File: src/design/slx_pkg.sv
// Shared types and constants for the shell command lexer.
// Holds the word structs, lexer mode and token kind codes, and queue sizing.
// No dependencies.
package slx_pkg;

  // Byte values that the lexer treats specially.
  localparam logic [7:0] CH_PIPE   = 8'h7C;
  localparam logic [7:0] CH_AMP    = 8'h26;
  localparam logic [7:0] CH_SEMI   = 8'h3B;
  localparam logic [7:0] CH_LT     = 8'h3C;
  localparam logic [7:0] CH_GT     = 8'h3E;
  localparam logic [7:0] CH_LPAREN = 8'h28;
  localparam logic [7:0] CH_RPAREN = 8'h29;
  localparam logic [7:0] CH_SQUOTE = 8'h27;
  localparam logic [7:0] CH_DQUOTE = 8'h22;
  localparam logic [7:0] CH_BSLASH = 8'h5C;
  localparam logic [7:0] CH_SPACE  = 8'h20;
  localparam logic [7:0] CH_TAB    = 8'h09;
  localparam logic [7:0] CH_CR     = 8'h0D;

  // One input word gives rise to at most this many result words.
  localparam int unsigned MAX_RES  = 2;
  localparam int unsigned Q_DEPTH  = 8;
  localparam int unsigned Q_AW     = $clog2(Q_DEPTH);
  localparam int unsigned RES_CW   = $clog2(MAX_RES + 1);

  typedef enum logic [1:0] {
    MODE_IDLE  = 2'd0,
    MODE_WORD  = 2'd1,
    MODE_QUOTE = 2'd2,
    MODE_OPER  = 2'd3
  } mode_t;

  typedef enum logic [2:0] {
    KIND_WORD      = 3'd0,
    KIND_OPERAND   = 3'd1,
    KIND_PIPE      = 3'd2,
    KIND_REDIRECT  = 3'd3,
    KIND_SUB_START = 3'd4,
    KIND_SUB_END   = 3'd5,
    KIND_EOF       = 3'd6,
    KIND_UNCLOSED  = 3'd7
  } kind_t;

  typedef struct packed {
    logic [7:0] text_byte;
    logic       end_of_text;
  } in_word_t;

  typedef struct packed {
    logic [7:0] token_byte;
    logic       byte_valid;
    kind_t      token_kind;
    logic       token_last;
  } out_word_t;

  // Results of one accepted input word, handed from the front to the queue.
  typedef struct packed {
    logic [RES_CW-1:0] cnt;
    out_word_t         d0;
    out_word_t         d1;
  } push_t;

  // Head of the queue as seen by the back end.
  typedef struct packed {
    logic      valid;
    out_word_t data;
  } q_head_t;

endpackage

File: src/design/slx_front.sv
// Front end of the shell command lexer: accepts input words, tracks the
// lexer mode and classifies each byte into zero to two result words.
// Depends on slx_pkg.
module slx_front (
  input  logic              clk,
  input  logic              rst_n,
  input  logic              fire,
  input  slx_pkg::in_word_t in_word,
  output slx_pkg::push_t    push
);
  import slx_pkg::*;

  mode_t      mode_r, mode_nxt;
  logic       qdbl_r, qdbl_nxt;
  logic       esc_r, esc_nxt;
  logic [7:0] held_r, held_nxt;
  logic       hv_r, hv_nxt;

  logic [7:0] c;
  logic       is_blank, is_op, is_paren, is_quote, is_special;
  mode_t      eff_mode;

  // Effect of starting a token from idle with byte c.
  mode_t      s_mode;
  logic       s_hv, s_esc, s_qwr, s_emit;
  logic [7:0] s_held;
  out_word_t  s_item;

  out_word_t         r0, r1;
  logic [RES_CW-1:0] n;
  kind_t             single_kind, pair_kind;
  logic              merge;

  assign c          = in_word.text_byte;
  assign is_blank   = (c inside {CH_SPACE, [CH_TAB:CH_CR]});
  assign is_op      = (c inside {CH_PIPE, CH_AMP, CH_SEMI, CH_LT, CH_GT});
  assign is_paren   = (c inside {CH_LPAREN, CH_RPAREN});
  assign is_quote   = (c inside {CH_SQUOTE, CH_DQUOTE});
  assign is_special = is_quote || is_op || is_paren || (c == CH_BSLASH);

  always_comb begin
    s_mode        = MODE_IDLE;
    s_hv          = 1'b0;
    s_esc         = 1'b0;
    s_qwr         = 1'b0;
    s_emit        = 1'b0;
    s_held        = 8'h00;
    s_item        = '0;
    if (is_blank) begin
      s_mode = MODE_IDLE;
    end else if (is_op) begin
      s_mode = MODE_OPER;
      s_hv   = 1'b1;
      s_held = c;
    end else if (is_paren) begin
      s_emit            = 1'b1;
      s_item.token_byte = c;
      s_item.byte_valid = 1'b1;
      s_item.token_kind = (c == CH_LPAREN) ? KIND_SUB_START : KIND_SUB_END;
      s_item.token_last = 1'b1;
    end else if (is_quote) begin
      s_mode = MODE_QUOTE;
      s_hv   = 1'b1;
      s_held = c;
      s_qwr  = 1'b1;
    end else begin
      s_mode = MODE_WORD;
      s_hv   = 1'b1;
      s_held = c;
      s_esc  = (c == CH_BSLASH);
    end
  end

  always_comb begin
    if (held_r inside {CH_LT, CH_GT}) begin
      single_kind = KIND_REDIRECT;
    end else if (held_r == CH_PIPE) begin
      single_kind = KIND_PIPE;
    end else begin
      single_kind = KIND_OPERAND;
    end
    pair_kind = (held_r == CH_GT) ? KIND_REDIRECT : KIND_OPERAND;
    merge = (c == held_r) && (held_r inside {CH_PIPE, CH_AMP, CH_GT});
  end

  always_comb begin
    mode_nxt = mode_r;
    qdbl_nxt = qdbl_r;
    esc_nxt  = esc_r;
    held_nxt = held_r;
    hv_nxt   = hv_r;
    r0       = '0;
    r1       = '0;
    n        = '0;
    eff_mode = (!hv_r && mode_r != MODE_IDLE) ? MODE_IDLE : mode_r;

    if (in_word.end_of_text) begin
      r0.token_kind = KIND_EOF;
      r0.token_last = 1'b1;
      r1            = r0;
      n             = RES_CW'(2);
      if (mode_r == MODE_WORD && hv_r) begin
        r0.token_byte = held_r;
        r0.byte_valid = 1'b1;
        r0.token_kind = KIND_WORD;
      end else if (mode_r == MODE_OPER && hv_r) begin
        r0.token_byte = held_r;
        r0.byte_valid = 1'b1;
        r0.token_kind = single_kind;
      end else if (mode_r == MODE_QUOTE) begin
        r0.token_kind = KIND_UNCLOSED;
      end else begin
        n = RES_CW'(1);
      end
      mode_nxt = MODE_IDLE;
      qdbl_nxt = 1'b0;
      esc_nxt  = 1'b0;
      held_nxt = 8'h00;
      hv_nxt   = 1'b0;
    end else begin
      case (eff_mode)
        MODE_OPER: begin
          r0.token_byte = held_r;
          r0.byte_valid = 1'b1;
          if (merge) begin
            r0.token_kind = pair_kind;
            r1.token_byte = c;
            r1.byte_valid = 1'b1;
            r1.token_kind = pair_kind;
            r1.token_last = 1'b1;
            n             = RES_CW'(2);
            mode_nxt      = MODE_IDLE;
            esc_nxt       = 1'b0;
            held_nxt      = 8'h00;
            hv_nxt        = 1'b0;
          end else begin
            r0.token_kind = single_kind;
            r0.token_last = 1'b1;
            r1            = s_item;
            n             = s_emit ? RES_CW'(2) : RES_CW'(1);
            mode_nxt      = s_mode;
            esc_nxt       = s_esc;
            held_nxt      = s_held;
            hv_nxt        = s_hv;
            if (s_qwr) begin
              qdbl_nxt = (c == CH_DQUOTE);
            end
          end
        end
        MODE_QUOTE: begin
          r0.token_byte = held_r;
          r0.byte_valid = 1'b1;
          r0.token_kind = KIND_WORD;
          n             = RES_CW'(1);
          held_nxt      = c;
          esc_nxt       = 1'b0;
          if (c == (qdbl_r ? CH_DQUOTE : CH_SQUOTE)) begin
            mode_nxt = MODE_WORD;
          end
        end
        MODE_WORD: begin
          r0.token_byte = held_r;
          r0.byte_valid = 1'b1;
          r0.token_kind = KIND_WORD;
          n             = RES_CW'(1);
          if (esc_r && is_special) begin
            // An escaped special byte is taken literally into the word.
            held_nxt = c;
            esc_nxt  = 1'b0;
          end else if (is_blank || is_op || is_paren) begin
            r0.token_last = 1'b1;
            r1            = s_item;
            n             = s_emit ? RES_CW'(2) : RES_CW'(1);
            mode_nxt      = s_mode;
            esc_nxt       = s_esc;
            held_nxt      = s_held;
            hv_nxt        = s_hv;
            if (s_qwr) begin
              qdbl_nxt = (c == CH_DQUOTE);
            end
          end else begin
            held_nxt = c;
            if (is_quote) begin
              mode_nxt = MODE_QUOTE;
              qdbl_nxt = (c == CH_DQUOTE);
              esc_nxt  = 1'b0;
            end else begin
              esc_nxt = (c == CH_BSLASH);
            end
          end
        end
        default: begin
          r0       = s_item;
          n        = s_emit ? RES_CW'(1) : RES_CW'(0);
          mode_nxt = s_mode;
          esc_nxt  = s_esc;
          held_nxt = s_held;
          hv_nxt   = s_hv;
          if (s_qwr) begin
            qdbl_nxt = (c == CH_DQUOTE);
          end
        end
      endcase
    end

    push.cnt = fire ? n : '0;
    push.d0  = r0;
    push.d1  = r1;
  end

  always_ff @(posedge clk) begin
    if (!rst_n) begin
      mode_r <= MODE_IDLE;
      qdbl_r <= 1'b0;
      esc_r  <= 1'b0;
      held_r <= 8'h00;
      hv_r   <= 1'b0;
    end else if (fire) begin
      mode_r <= mode_nxt;
      qdbl_r <= qdbl_nxt;
      esc_r  <= esc_nxt;
      held_r <= held_nxt;
      hv_r   <= hv_nxt;
    end
  end

endmodule

File: src/design/slx_queue.sv
// Result queue of the shell command lexer: takes up to two words per cycle
// from the front end and releases one per cycle to the back end when it pops.
// Depends on slx_pkg.
module slx_queue (
  input  logic             clk,
  input  logic             rst_n,
  input  slx_pkg::push_t   push,
  input  logic             pop,
  output slx_pkg::q_head_t head,
  output logic             full
);
  import slx_pkg::*;

  out_word_t       mem [Q_DEPTH];
  logic [Q_AW-1:0] wp_r, wp_nxt, rp_r, rp_nxt;
  logic [Q_AW:0]   cnt_r, cnt_nxt;
  logic [Q_AW-1:0] wp1;

  assign wp1       = wp_r + Q_AW'(1);
  assign head.valid = (cnt_r != '0);
  assign head.data  = mem[rp_r];
  // Room for a full burst of results must stay free before a word is taken.
  assign full      = (cnt_r > (Q_AW+1)'(Q_DEPTH - MAX_RES));

  always_comb begin
    wp_nxt  = wp_r + Q_AW'(push.cnt);
    rp_nxt  = rp_r + (pop ? Q_AW'(1) : Q_AW'(0));
    cnt_nxt = cnt_r + (Q_AW+1)'(push.cnt) - (pop ? (Q_AW+1)'(1) : (Q_AW+1)'(0));
  end

  always_ff @(posedge clk) begin
    if (push.cnt != '0) begin
      mem[wp_r] <= push.d0;
    end
    if (push.cnt == RES_CW'(2)) begin
      mem[wp1] <= push.d1;
    end
  end

  always_ff @(posedge clk) begin
    if (!rst_n) begin
      wp_r  <= '0;
      rp_r  <= '0;
      cnt_r <= '0;
    end else begin
      wp_r  <= wp_nxt;
      rp_r  <= rp_nxt;
      cnt_r <= cnt_nxt;
    end
  end

endmodule

File: src/design/slx_back.sv
// Back end of the shell command lexer: moves queue words into the output
// register and holds them while the receiver stalls.
// Depends on slx_pkg.
module slx_back (
  input  logic               clk,
  input  logic               rst_n,
  input  slx_pkg::q_head_t   head,
  output logic               pop,
  output logic               out_valid,
  input  logic               out_stall,
  output slx_pkg::out_word_t out_word
);
  import slx_pkg::*;

  logic      valid_r, valid_nxt;
  out_word_t word_r;

  assign pop       = head.valid && (!valid_r || !out_stall);
  assign valid_nxt = pop || (valid_r && out_stall);
  assign out_valid = valid_r;
  assign out_word  = word_r;

  always_ff @(posedge clk) begin
    if (!rst_n) begin
      valid_r <= 1'b0;
    end else begin
      valid_r <= valid_nxt;
    end
  end

  always_ff @(posedge clk) begin
    if (pop) begin
      word_r <= head.data;
    end
  end

endmodule

File: src/design/shell_command_lexer.sv
// Top level of the shell command lexer: front end, result queue, back end.
// Depends on slx_pkg, slx_front, slx_queue and slx_back.
//
// Usage: the sender offers one command-line byte per input word on
// in_valid/in_word; a word is taken at a rising edge with in_valid high and
// in_stall low. A word with end_of_text set flushes the open token and yields
// an EOF marker (preceded by an unclosed-quote marker inside quotes).
// Result words appear on out_valid/out_word and are taken at an edge with
// out_valid high and out_stall low.
// Throughput: one input word per cycle while in_stall is low. Each input
// word yields zero to two result words, and the single output register
// releases one per cycle while out_stall is low, so the output port sets
// the long-run rate when bursts of results arrive. A result is written
// to the queue as its input word is taken, then to the output register.
// Each token byte is held one word back so its last byte can be marked.
// When the receiver stalls, the output word holds, the eight-entry queue
// fills, and in_stall rises once fewer than two entries are free.
// Reset (rst_n low at a clock edge) returns the lexer to idle between
// tokens and empties the queue and output register.
module shell_command_lexer (
  input  logic               clk,
  input  logic               rst_n,
  input  logic               in_valid,
  output logic               in_stall,
  input  slx_pkg::in_word_t  in_word,
  output logic               out_valid,
  input  logic               out_stall,
  output slx_pkg::out_word_t out_word
);
  import slx_pkg::*;

  logic    fire;
  logic    pop;
  logic    full;
  push_t   push;
  q_head_t head;

  // The input side stalls only on a nearly full queue, never on the output.
  assign in_stall = full;
  assign fire     = in_valid && !in_stall;

  slx_front u_front (
    .clk     (clk),
    .rst_n   (rst_n),
    .fire    (fire),
    .in_word (in_word),
    .push    (push)
  );

  slx_queue u_queue (
    .clk   (clk),
    .rst_n (rst_n),
    .push  (push),
    .pop   (pop),
    .head  (head),
    .full  (full)
  );

  slx_back u_back (
    .clk       (clk),
    .rst_n     (rst_n),
    .head      (head),
    .pop       (pop),
    .out_valid (out_valid),
    .out_stall (out_stall),
    .out_word  (out_word)
  );

`ifndef SYNTH
  // Nothing is pushed into the queue unless an input word was taken.
  a_no_push_on_stall: assert property (@(posedge clk) disable iff (!rst_n)
    (in_stall || !in_valid) |-> (push.cnt == '0))
    else $error("results pushed without an accepted input word");

  // Every accepted end word pushes at least its EOF marker.
  a_end_pushes: assert property (@(posedge clk) disable iff (!rst_n)
    (fire && in_word.end_of_text) |-> (push.cnt != '0))
    else $error("end of text accepted without an EOF result");

  // The back end never pops an empty queue.
  a_pop_nonempty: assert property (@(posedge clk) disable iff (!rst_n)
    pop |-> head.valid)
    else $error("pop from an empty result queue");

  // A popped word reaches the output register at the next edge.
  a_pop_loads: assert property (@(posedge clk) disable iff (!rst_n)
    pop |=> out_valid)
    else $error("popped result did not reach the output");
`endif

endmodule
File: config.mk
export PLATFORM = sky130hd
export DESIGN_NAME = shell_command_lexer
export DESIGN_NICKNAME = d
export VERILOG_FILES = /design/src/design/slx_pkg.sv /design/src/design/slx_front.sv /design/src/design/slx_queue.sv /design/src/design/slx_back.sv /design/src/design/shell_command_lexer.sv
export SDC_FILE = /design/constraint.sdc
export NUM_CORES = 1
export LEC_CHECK = 0
export ABC_AREA = 1
export BUFFER_PORTS_ARGS = -buffer_cell sky130_fd_sc_hd__buf_2
export CORE_MARGIN = 1.5
export CORE_UTILIZATION = 40
export CTS_BUF_LIST = sky130_fd_sc_hd__clkbuf_8
export CTS_CLUSTER_DIAMETER = 200
export CTS_CLUSTER_SIZE = 20
export DETAILED_ROUTE_END_ITERATION = 10
export RECOVER_POWER = 100
export REMOVE_ABC_BUFFERS = 1
export SLEW_MARGIN = 10
export SYNTH_ARGS = -nofsm -noshare
export SYNTH_HDL_FRONTEND = slang
export SYNTH_SLANG_ARGS = --single-unit
File: constraint.sdc
create_clock -name clk -period 5.2 [get_ports clk]
set_input_delay 1.04 -clock clk [delete_from_list [all_inputs] [get_ports clk]]
set_output_delay 1.04 -clock clk [all_outputs]
set_load 0.005 [all_outputs]
==> results_tabular.tex <==
\begin{tabular}{lr}
\hline
Metric & Value \\
\hline
\multicolumn{2}{l}{\textbf{Worst setup path}} \\
Crit. End Element & flop \\
Reg2reg setup slack & $\sim$1500 ps \\
Longest individual stage delay on the worst path & 660 ps \\
Most used cell along the critical path & sky130\_fd\_sc\_hd\_\_nand2\_1 \\
Crit Path Category & primary input to flop \\
Endpoint required time on the critical path & roughly 5300 ps \\
Category of cells accounting for the largest share of critical-path delay & simple AND/OR/NAND/NOR gates \\
Biggest fanout along the worst timing path & 13 \\
CP Buf/Inv Count & 2 \\
Kind of start point of the critical path & primary input \\
Slowest CP cell & sky130\_fd\_sc\_hd\_\_nand2\_1 \\
Cell-by-cell trace of the critical path & clkbuf\_1, inv\_1, nand2\_1, nor2\_1, nand2\_1, nand3\_1, nor2\_1, nand2\_1, nand2\_1, nand3\_1, nand2\_2, nand2\_1, nand2\_1, nand2\_1, nand2\_1, nand3\_1, nand2\_1 \\
Arrival time at the worst endpoint & roughly 4100 ps \\
\multicolumn{2}{l}{\textbf{Yosys}} \\
Share of synthesized area occupied by flip-flops and latches & 0.479 \\
Simple-Gate Fraction of Synth Area & 0.329 \\
Compound-gate portion of the synthesized area & 0.0881 \\
Post-synthesis cell type count & 43 \\
Post-Synthesis Cell Area & 8330 sq um \\
Xor/xnor cell area share of the yosys netlist & 0.00631 \\
Share of cell area taken by muxes after synthesis & 0 \\
Proportion of register bits with asynchronous set or reset after synthesis & 0 \\
Count of mapped cells out of synthesis & 1061 \\
Yosys reg bits & around 140 \\
Post-synth EDFFs & 117 \\
YS warnings & 0 \\
Most frequently used flop master after synthesis & sky130\_fd\_sc\_hd\_\_edfxtp\_1 \\
Average cell area after synthesis & 7.86 sq um \\
Adder-Cell Fraction of Synth Area & 0.0273 \\
Combinational family with the most area after synthesis & simple AND/OR/NAND/NOR gates \\
\multicolumn{2}{l}{\textbf{Die}} \\
IO Pins & 28 \\
Initial core utilization & 0.409 \\
Rows & 52 \\
Core area & $\sim$20000 sq um \\
Die extent in x & 147 um \\
Die Y-Extent & roughly 150 um \\
Die Outline Area & 21700 sq um \\
\multicolumn{2}{l}{\textbf{Cells and area}} \\
Final \#Nets & between 1000 and 1500 \\
Area growth from synthesis to layout & 8.26\% \\
Utilization after layout & 0.443 \\
Fraction of final layout cells with drive strength greater than 1 & 0.0778 \\
Antenna cells & 0 \\
\multicolumn{2}{l}{\textbf{Timing}} \\
Setup violators final & 0 \\
Slew @ Worst Pin & 2340 ps \\
Relative slew slack & -0.560 \\
Final cycle utilization of the critical path & 0.768 \\
Final Max Tran Viols & 53 \\
Final sum of negative setup slack & 0 ps \\
Crit path time final & between 3000 and 4000 ps \\
PnR worst setup slack & 1210 ps \\
Fmax & 250 MHz \\
Worst setup skew after layout & 15.1 ps \\
RSZ-0062 raised after global routing & false \\
Final Hold Fails & 0 \\
\multicolumn{2}{l}{\textbf{Route}} \\
First-pass DRT Iterations & 5 \\
Routed wire length & 25.5 mm \\
Wire per inst & roughly 19 um \\
Final antenna-violating net count & 0 \\
Average via count per standard cell & between 5 and 6 \\
1st-iter DRT viols & between 700 and 800 \\
Remaining DRCs & 0 \\
Total via count in the routed design & approximately 7600 \\
\multicolumn{2}{l}{\textbf{Pwr}} \\
Sw frac & 0.385 \\
Ratio of total power to cell area & 394 nW/um\^{}2 \\
Switching power of the nets & 0.00137 W \\
Maximum vdd drop & 0.266 mV \\
Clock power frac & 0.242 \\
Internal power & around 0.0022 W \\
Combinational group share of total power & 0.332 \\
Static leakage & approximately 3.9 nW \\
Proportion of power drawn by flip-flops and latches & 0.426 \\
\multicolumn{2}{l}{\textbf{Global route}} \\
Initial antenna violation count & 0 \\
Maximum number of pins on one net before global-route repair & 66 \\
Total gr overflow & 0 \\
Number of global-route vias before repair & around 7000 \\
Overall fraction of global-route tracks in use & 0.240 \\
First-pass GRT wire length & $\sim$40 mm \\
\multicolumn{2}{l}{\textbf{CTS}} \\
Clock root buffer & sky130\_fd\_sc\_hd\_\_clkbuf\_8 \\
CTS Buffer Depth & 2 \\
Clock latency at the later pin of the worst-skew pair & 470 ps \\
Sink count of the clock tree & between 100 and 150 \\
Number of buffers created by CTS & 17 \\
Post-cts hold buffer count & 0 \\
H-Tree Level Count & 4 \\
Clock input transition at the sequential cells of the worst setup and hold paths & approximately 70 ps \\
Total of cells resized after clock tree synthesis & 0 \\
Clock tree from TritonCTS & done \\
Post-CTS Setup Inserts & 0 \\
\multicolumn{2}{l}{\textbf{Place}} \\
DPL Wire Length & $\sim$16 mm \\
Input/output buffers & 27 \\
Routability congestion estimate from global placement & 0.899 \\
Worst setup slack after placement & between 1000 and 1500 ps \\
\multicolumn{2}{l}{\textbf{Hold path}} \\
Type of the worst min-delay path & flop to flop \\
\multicolumn{2}{l}{\textbf{Status}} \\
Failing checks & capacitance limit, slew limit \\
Outcome & complete, but fails checks \\
\multicolumn{2}{l}{\textbf{Run}} \\
Maxcap violations & 1 \\
\hline
\end{tabular}
## worst min-delay path, cell delays in order (launching register included)
cell and delay [ps]:
sky130_fd_sc_hd__dfxtp_1 330, sky130_fd_sc_hd__nand2_1 60, sky130_fd_sc_hd__a21oi_1 50
## power by group through the flow
stage	Clock, W	Combinational (W)	Sequential, W
finish	0.000862	0.00118	0.00151
CTS	0.000864	0.00119	0.00151
detailed placement	0	0.00119	0.00154
global route	0.000908	0.00133	0.00153
global placement	0	0.00118	0.00154
floorplan	0	0.000704	0.00153
## kinds of logic after synthesis
group	after synthesis
buffers and inverters	138
AO/OA/AOI/OAI	130
AND/OR/NAND/NOR	629
XOR/XNOR	6
flip-flops	141
adder cells (fa/ha/maj)	17
## per-stage QoR
step                      instances  hold slack (ps)  total power [W]  instance area [sq um]
final                          1349              493          0.00355                   9020
after global routing           1349              530          0.00377                   9020
after CTS                      1349              504          0.00357                   9080
after detailed placement       1319              497          0.00272                   8720
after global placement         1319              488          0.00272                   8720
after floorplan                 995              471          0.00224                   8020
## synthesized netlist by cell type (2+ instances only)
master / instances / share of area
sky130_fd_sc_hd__nand4_1: 100 / 0.075
sky130_fd_sc_hd__nand3_1: 36 / 0.022
sky130_fd_sc_hd__and2_1: 2 / 0.0015
sky130_fd_sc_hd__inv_1: 62 / 0.028
sky130_fd_sc_hd__edfxtp_1: 117 / 0.42
sky130_fd_sc_hd__a21oi_1: 17 / 0.010
sky130_fd_sc_hd__buf_6: 4 / 0.0054
sky130_fd_sc_hd__o211ai_1: 2 / 0.0018
sky130_fd_sc_hd__fa_1: 2 / 0.0048
sky130_fd_sc_hd__ha_1: 15 / 0.023
sky130_fd_sc_hd__xnor2_1: 5 / 0.0053
sky130_fd_sc_hd__nand2_1: 313 / 0.14
sky130_fd_sc_hd__buf_2: 24 / 0.014
sky130_fd_sc_hd__dfxtp_1: 24 / 0.058
sky130_fd_sc_hd__o21a_1: 2 / 0.0018
sky130_fd_sc_hd__nor3_1: 8 / 0.0048
sky130_fd_sc_hd__o22ai_1: 15 / 0.011
sky130_fd_sc_hd__clkinv_1: 2 / 0.00090
sky130_fd_sc_hd__o31ai_1: 3 / 0.0027
sky130_fd_sc_hd__clkbuf_1: 33 / 0.015
sky130_fd_sc_hd__inv_2: 8 / 0.0036
sky130_fd_sc_hd__buf_1: 3 / 0.0014
sky130_fd_sc_hd__nor4_1: 2 / 0.0015
sky130_fd_sc_hd__a31oi_1: 15 / 0.011
sky130_fd_sc_hd__nand3_2: 3 / 0.0036
sky130_fd_sc_hd__o21ai_0: 69 / 0.041
sky130_fd_sc_hd__nand2_2: 9 / 0.0068
sky130_fd_sc_hd__nor2_1: 151 / 0.068
## state kept, by name, summed over array words and instances (netlist names), 2 cells and up
name and count:
u_back.out_word 13, u_front.held_r 8, u_front.mode_r 2, u_queue.cnt_r 4, u_queue.mem 104, u_queue.rp_r 3, u_queue.wp_r 3
## layout make-up
cell class | count | area, sq um
Sequential cell | 141 | 3990
Multi-Input combinational cell | 782 | 3740
Timing Repair Buffer | 54 | 318
Inverter | 72 | 270
Clock inverter | 13 | 128
Clock buffer | 17 | 234
Fill cell | 2072 | 11300
Tap cell | 270 | 338
## cells in the final DEF (no fill, tap or decap), types with 3 or more instances in the layout
| master | netlist | layout |
|---|---|---|
| sky130_fd_sc_hd__inv_1 | 62 | 65 |
| sky130_fd_sc_hd__o21ai_0 | 69 | 69 |
| sky130_fd_sc_hd__a31oi_1 | 15 | 14 |
| sky130_fd_sc_hd__edfxtp_1 | 117 | 117 |
| sky130_fd_sc_hd__nand4_1 | 100 | 100 |
| sky130_fd_sc_hd__xnor2_1 | 5 | 5 |
| sky130_fd_sc_hd__nand2_2 | 9 | 4 |
| sky130_fd_sc_hd__nand3_1 | 36 | 38 |
| sky130_fd_sc_hd__clkbuf_8 | 0 | 17 |
| sky130_fd_sc_hd__clkbuf_1 | 33 | 16 |
| sky130_fd_sc_hd__nor2_1 | 151 | 151 |
| sky130_fd_sc_hd__clkinv_4 | 0 | 3 |
| sky130_fd_sc_hd__a21oi_1 | 17 | 17 |
| sky130_fd_sc_hd__buf_4 | 1 | 21 |
| sky130_fd_sc_hd__nor3_1 | 8 | 8 |
| sky130_fd_sc_hd__ha_1 | 15 | 15 |
| sky130_fd_sc_hd__o31ai_1 | 3 | 3 |
| sky130_fd_sc_hd__clkinv_2 | 0 | 5 |
| sky130_fd_sc_hd__nand2_1 | 313 | 318 |
| sky130_fd_sc_hd__dfxtp_1 | 24 | 24 |
| sky130_fd_sc_hd__inv_2 | 8 | 7 |
| sky130_fd_sc_hd__o22ai_1 | 15 | 15 |
| sky130_fd_sc_hd__buf_2 | 24 | 15 |
## metal layers
metal,GRT usage,wire length (um),vias to the layer above
li1,-,-,3642
met1,0.316,10800,3539
met2,0.393,12000,339
met3,0.0450,1960,58
met4,0.0920,716,0
met5,0,0,-
## final timing paths
path	cells after the start	from	end
max	17	in_word[2]	u_queue.mem[5][3]$_DFFE_PP_
min	2	u_front.esc_r$_SDFFE_PN0P_	u_front.esc_r$_SDFFE_PN0P_
max reg2reg	4	u_queue.rp_r[0]$_SDFF_PN0_	u_back.out_word[7]$_DFFE_PP_
min reg2reg	2	u_front.esc_r$_SDFFE_PN0P_	u_front.esc_r$_SDFFE_PN0P_
(Power assumes the default switching activity.)
